**src/sv/multi_cpu_set_assoc_tlb_lru_unit_assert.svh**
```systemverilog
// Assertion macros for the TLB unit.
`ifndef MULTI_CPU_SET_ASSOC_TLB_LRU_UNIT_ASSERT_SVH
`define MULTI_CPU_SET_ASSOC_TLB_LRU_UNIT_ASSERT_SVH

`ifndef SYNTHESIS

// Checked outside of reset
`define MTLB_ASSERT(label, clk, rst, prop) \
  label: assert property (@(posedge clk) disable iff (rst) prop) \
    else $error("mtlb assertion failed");

// Checked at every edge, reset included
`define MTLB_ASSERT_ALWAYS(label, clk, prop) \
  label: assert property (@(posedge clk) prop) \
    else $error("mtlb assertion failed");

`else

`define MTLB_ASSERT(label, clk, rst, prop)
`define MTLB_ASSERT_ALWAYS(label, clk, prop)

`endif

`endif

```
**src/sv/mtlb_pkg.sv**
```systemverilog
package mtlb_pkg;

  // Geometry, and the field widths derived from it
  localparam int NUM_SETS = 512;
  localparam int NUM_WAYS = 4;
  localparam int SET_BITS = $clog2(NUM_SETS);
  localparam int WAY_W    = $clog2(NUM_WAYS);
  localparam int AGE_W    = WAY_W;
  localparam int PAGE_W   = 52;
  localparam int TAG_W    = PAGE_W - SET_BITS;
  localparam int CPU_IN_W = 2;
  localparam int CNT_W    = 3;
  localparam logic [CNT_W-1:0] CNT_MAX = '1;

  typedef enum logic {
    MODE_LOOKUP = 1'b0,
    MODE_INVAL  = 1'b1
  } mode_t;

  // One way of a set; a RAM row holds all ways of one CPU's set
  typedef struct packed {
    logic             valid;
    logic [TAG_W-1:0] tag;
    logic [AGE_W-1:0] age;
  } way_t;

  typedef way_t [NUM_WAYS-1:0] row_t;

  localparam int ROW_W = $bits(row_t);

  // Controller to datapath
  typedef struct packed {
    logic load;
    logic rd;
    logic upd;
    logic clr_wr;
    logic out_load;
  } cmd_t;

  // Datapath to controller
  typedef struct packed {
    logic clr_last;
    logic skip;
    logic inval;
    logic idx_last;
  } sts_t;

endpackage

```
**src/sv/mtlb_ctrl.sv**
```systemverilog
module mtlb_ctrl (
  input  logic           clk,
  input  logic           rst,
  input  mtlb_pkg::sts_t sts,
  input  logic           req_valid,
  output logic           req_ready,
  output logic           rsp_valid,
  input  logic           rsp_ready,
  output mtlb_pkg::cmd_t cmd
);

  typedef enum logic [4:0] {
    ST_CLEAR  = 5'b00001,
    ST_IDLE   = 5'b00010,
    ST_READ   = 5'b00100,
    ST_UPDATE = 5'b01000,
    ST_FINISH = 5'b10000
  } state_t;

  state_t state;
  state_t state_next;
  logic   rsp_valid_next;

  // Sequencing: clear sweep, then read / update per row touched
  always_comb begin
    state_next = state;
    cmd        = '0;
    req_ready  = 1'b0;
    unique case (state)
      ST_CLEAR: begin
        cmd.clr_wr = 1'b1;
        if (sts.clr_last) state_next = ST_IDLE;
      end
      ST_IDLE: begin
        req_ready = 1'b1;
        if (req_valid) begin
          cmd.load   = 1'b1;
          state_next = ST_READ;
        end
      end
      ST_READ: begin
        if (sts.skip) begin
          state_next = ST_FINISH;
        end else begin
          cmd.rd     = 1'b1;
          state_next = ST_UPDATE;
        end
      end
      ST_UPDATE: begin
        cmd.upd = 1'b1;
        if (sts.inval && !sts.idx_last) state_next = ST_READ;
        else state_next = ST_FINISH;
      end
      ST_FINISH: begin
        if (!rsp_valid || rsp_ready) begin
          cmd.out_load = 1'b1;
          state_next   = ST_IDLE;
        end
      end
      default: state_next = ST_CLEAR;
    endcase
  end

  // Output beat held until taken
  assign rsp_valid_next = cmd.out_load | (rsp_valid & ~rsp_ready);

  always_ff @(posedge clk) begin
    if (rst) begin
      state     <= ST_CLEAR;
      rsp_valid <= 1'b0;
    end else begin
      state     <= state_next;
      rsp_valid <= rsp_valid_next;
    end
  end

endmodule

```
**config.mk**
```make
export PLATFORM = sky130hd
export DESIGN_NAME = mtlb_ctrl
export DESIGN_NICKNAME = d
export VERILOG_FILES = /design/src/sv/multi_cpu_set_assoc_tlb_lru_unit_assert.svh /design/src/sv/mtlb_pkg.sv /design/src/sv/mtlb_ctrl.sv
export SDC_FILE = /design/constraint.sdc
export NUM_CORES = 1
export LEC_CHECK = 0
export BUFFER_PORTS_ARGS = -buffer_cell sky130_fd_sc_hd__buf_4
export CAP_MARGIN = 20
export CORE_AREA = 8 8 45 47
export DETAILED_ROUTE_END_ITERATION = 8
export DIE_AREA = 0 0 53 55
export HOLD_SLACK_MARGIN = 0.03
export PLACE_DENSITY = 0.51
export SLEW_MARGIN = 10
export SYNTH_ARGS = -nofsm -noshare
export SYNTH_HDL_FRONTEND = slang
export SYNTH_SLANG_ARGS = --single-unit
```
**constraint.sdc**
```tcl
create_clock -name clk -period 1.2 [get_ports clk]
set_input_delay 0.06 -clock clk [delete_from_list [all_inputs] [get_ports clk]]
set_output_delay 0.06 -clock clk [all_outputs]
set_load 0.05 [all_outputs]
```
# --- Yosys cells after proc, flatten, opt, wreduce, memory -nomap -nowiden ---
# Index checks and enable logic that the tools add are counted.
totals:
  reg_bits: 6
  word_cells: 33
  in_bits: 8
  output_inout_bits: 7
classes:
  bitwise: 3
  n_reduce_logical: 5
  n_eq_ne: 8
  mux: 15
op_table:
  columns: ["operator", "count"]
  rows:
  - ["$mux W5", 5]
  - ["$pmux W5 S5", 1]
  - ["$mux W1", 9]
  - ["$ne A2 B2 Y1 const B", 3]
  - ["$eq A5 B1 Y1 const B", 1]
  - ["$eq A5 B2 Y1 const B", 1]
  - ["$eq A5 B3 Y1 const B", 1]
  - ["$eq A5 B4 Y1 const B", 1]
  - ["$eq A5 B5 Y1 const B", 1]
  - ["$reduce_and A3 Y1", 1]
  - ["$logic_not A1 Y1", 2]
  - ["$and A1 B1 Y1", 1]
  - ["$logic_and A1 B1 Y1", 1]
  - ["$logic_or A1 B1 Y1", 1]
  - ["$not A1 Y1", 1]
  - ["$or A1 B1 Y1", 1]

# --- Longest topological paths before layout ---
logic_depth:
  depth_word: 5
  depth_mapped: 4

# --- Worst setup path after synthesis ---
# OpenSTA, ideal clock, no wires.
synth_timing:
  path_type: "register to output"
  from: "register state[1]"
  to: "output port cmd[0] (netlist bit)"
  setup_slack_ns: -0.297
  arrival_ns: 1.437
  stages_incl_launch_ff: 4
  cell_sequence: "dfxtp_1 nor3_4 nand3b_2 nor2b_1"
synth_rtl:
  columns: ["item", "line_no", "source"]
  rows:
  - ["start: declaration", "mtlb_ctrl.sv:20", "state_t state;"]
  - ["start signal: assignment", "mtlb_ctrl.sv:72", "state <= state_next;"]
  - ["end: declaration", "mtlb_ctrl.sv:9", "output mtlb_pkg::cmd_t cmd"]

==> flow_metrics.tcl <==
set metrics [dict create \
    outcome "finished, violations left" \
    violations "negative setup slack" \
    ant_nets 0 \
    p_per_area_nw_per_um2 988.9 \
    synth_commonest_cells "dfxtp_1, nor2_1, inv_1, nor2b_1" \
    insertion_delay_ns 0.24 \
    cts_tree "yes" \
    crit_required_ns 1.14 \
    crit_chain "nor3_4 > nand3b_4 > nor2b_4 > buf_6" \
    yosys.area.top_type "dfxtp_1" \
    max_stage_delay_ns 0.35 \
    async_reset_ff_frac 0 \
    finalSetupTns_ns -0.3984 \
    place.gp.congestion 0.7004 \
    dieArea_um2 2915 \
    grt_usage 0.07877 \
    maxSlewViolCount 0 \
    cp-end-kind "primary output" \
    rows 14 \
    clk_pin_slew_ns 0.04 \
    vdd_ir_drop_max_mv 0.7142 \
    cts_buffers 3 \
    hpwl_um 762.2 \
    grt_pass1_wl_um 1683 \
    cts.sink_count 6 \
    drc_errors 0 \
    syn_inst 42 \
    wl_per_cell_um 11.94 \
    start_kind "flip-flop" \
    worst-path-buf-inv 1 \
    synthTopCellsByArea "dfxtp_1, nor2b_1, nor3_4" \
    finClkSkew_ns 0.007290 \
    ys.flop_type "dfxtp_1" \
    initial_core_util 0.2640 \
    final_cells 89 \
    yosys_warnings 0 \
    drive_gt1_frac 0.6849 \
    synthToLayoutAreaGrowth_pct 98.63 \
    finalCritPeriodShare 1.086 \
    syn_avg_cell_area_um2 8.699 \
    cts_buffer_depth 2 \
    hold_path_class "input pin to flip-flop" \
    synthMostInstantiatedCell "dfxtp_1" \
    critPathKind "flip-flop to primary output" \
    die_h_um 55 \
    setup_violations 8 \
    leakagePower_nw 0.3381 \
    period_needed_ns 1.303 \
    max_cap_viol_count 0 \
    max_freq_ghz 0.7674 \
    gr-total-overflow 0 \
    antenna_cells 0 \
    wirelength_um 1063 \
    grt_pass1_vias 400 \
    pin_count 15 \
    antenna_found_initial 0 \
    crit_slowest_cell "dfxtp_2" \
    drt_first_pass_iters 4 \
    dp_slack_ns 0.02171 \
    ys_types 27 \
    portBuffers 14 \
    hold_viol_final 0 \
    critPathMaxFanout 4 \
    grt_max_degree 8 \
    ys_seq_area_frac 0.3288 \
    maxSlewHeadroom 0.7672 \
    rsz0062_at_grt "yes" \
    syn_area_um2 365.4 \
    route.vias.total 407 \
    syn-num-nets 50 \
    cp_top_family "simple AND/OR/NAND/NOR gates" \
    vias_per_cell 4.573 \
    coreArea_um2 1384 \
    h-tree-depth 1 \
    place_inst 75 \
    arrival_ns 1.24 \
    die_width_um 53 \
    final_nets 83 \
    ys_ff_latch 6 \
    tightest_slew_ns 0.3485 \
    drt_iter0_drc 5 \
    synth-edff-count 0 \
    fillers 123 \
    layout_setup_ws_ns -0.1031 \
    synth_top_area_frac 0.3288 \
    root_buffer "clkbuf_4" \
]
## what timing repair did
item,in CTS,in global routing
gates resized for setup,20,7
hold buffers,1,0
endpoints found under the setup margin,6,10
setup buffers,5,5
pin swaps,8,6
hold endpoints to repair,2,0
cloned,0,0
## worst paths after layout
kind             start        to  slack [ns]  cells past startpoint
max           state[1]    cmd[0]       -0.10                      4
min          req_valid  state[2]        0.07                      3
max reg2reg   state[1]  state[3]       -0.02                      4
min reg2reg   state[1]  state[0]        0.58                      2
## flip-flops by register name, summed over array words and instances (netlist names)
signal and count:
rsp_valid 1, state 5
## logic make-up (layout without fill, tap and decap cells)
group / after synthesis / in the layout / synth area share
simple gates: 20 / 20 / 0.3870
compound gates: 12 / 12 / 0.2295
flops: 6 / 6 / 0.3288
buf+inv: 3 / 34 / 0.03082
xor+xnor: 1 / 1 / 0.02398
## where the power goes
| group | internal, mW | leakage, nW | switching (mW) |
|---|---|---|---|
| sequential | 0.214 | 0.0519 | 0.0287 |
| combinational | 0.155 | 0.272 | 0.139 |
| clock | 0.113 | 0.0138 | 0.0674 |
## cell type report
class	instances	area, µm²	area share
Clock buffer	3	22.52	0.03103
Inverter	3	11.26	0.01552
Multi-Input combinational cell	33	290.3	0.4000
Sequential cell	6	135.1	0.1862
Tap cell	16	20.02	0.02759
Timing Repair Buffer	28	246.5	0.3397
## layer usage
metal,wire (µm),GRT usage,vias to the layer above
met4,12,0.03879,0
met1,422,0.07470,189
met5,0,0,-
met2,590,0.1445,4
li1,-,-,212
met3,36,0.03209,2
## per-stage QoR
step                area (µm²)  total power [mW]  utilization  hold WS (ns)
floorplan                376.6            0.3707            -        0.1217
global placement         524.3            0.4454       0.3788        0.2472
detailed placement       524.3            0.4415       0.3788        0.2461
CTS                      659.4            0.6732       0.4765       0.06854
global route             725.7            0.7548       0.5244       0.08809
finish                   725.7            0.7177       0.5244       0.07079
## worst register-to-register path, cell delays in order (launching register included)
cell,delay (ns)
dfxtp_2,0.35
nor3_4,0.27
nand3b_4,0.12
buf_4,0.17
o211a_1,0.21
## placed cells by master (no fill, tap or decap)
| master | count |
|---|---|
| buf_4 | 21 |
| inv_1 | 3 |
| clkbuf_4 | 3 |
| buf_8 | 3 |
| buf_6 | 3 |
| dfxtp_2 | 3 |
| dfxtp_4 | 3 |
| nor3_4 | 2 |
| and2_4 | 2 |
| a21oi_1 | 2 |
| nor2_1 | 2 |
| nor2b_1 | 1 |
| nor2_4 | 1 |
| nor2_2 | 1 |
| and3_4 | 1 |
| nor2b_2 | 1 |
| and3b_2 | 1 |
| nand3b_1 | 1 |
| nand3b_4 | 1 |
| or2b_2 | 1 |
| nor2b_4 | 1 |
| xor2_1 | 1 |
| o21ai_0 | 1 |
| o211ai_1 | 1 |
| nand2_1 | 1 |
| nor3b_1 | 1 |
| a21oi_4 | 1 |
| o21ai_1 | 1 |
| or2b_1 | 1 |
| a22o_1 | 1 |
| a2bb2oi_1 | 1 |
| o211a_1 | 1 |
| o21ai_2 | 1 |
| a32oi_1 | 1 |
| nand2b_1 | 1 |
| a31oi_1 | 1 |
| dlygate4sd3_1 | 1 |
Power figures use the tool's default switching activity.
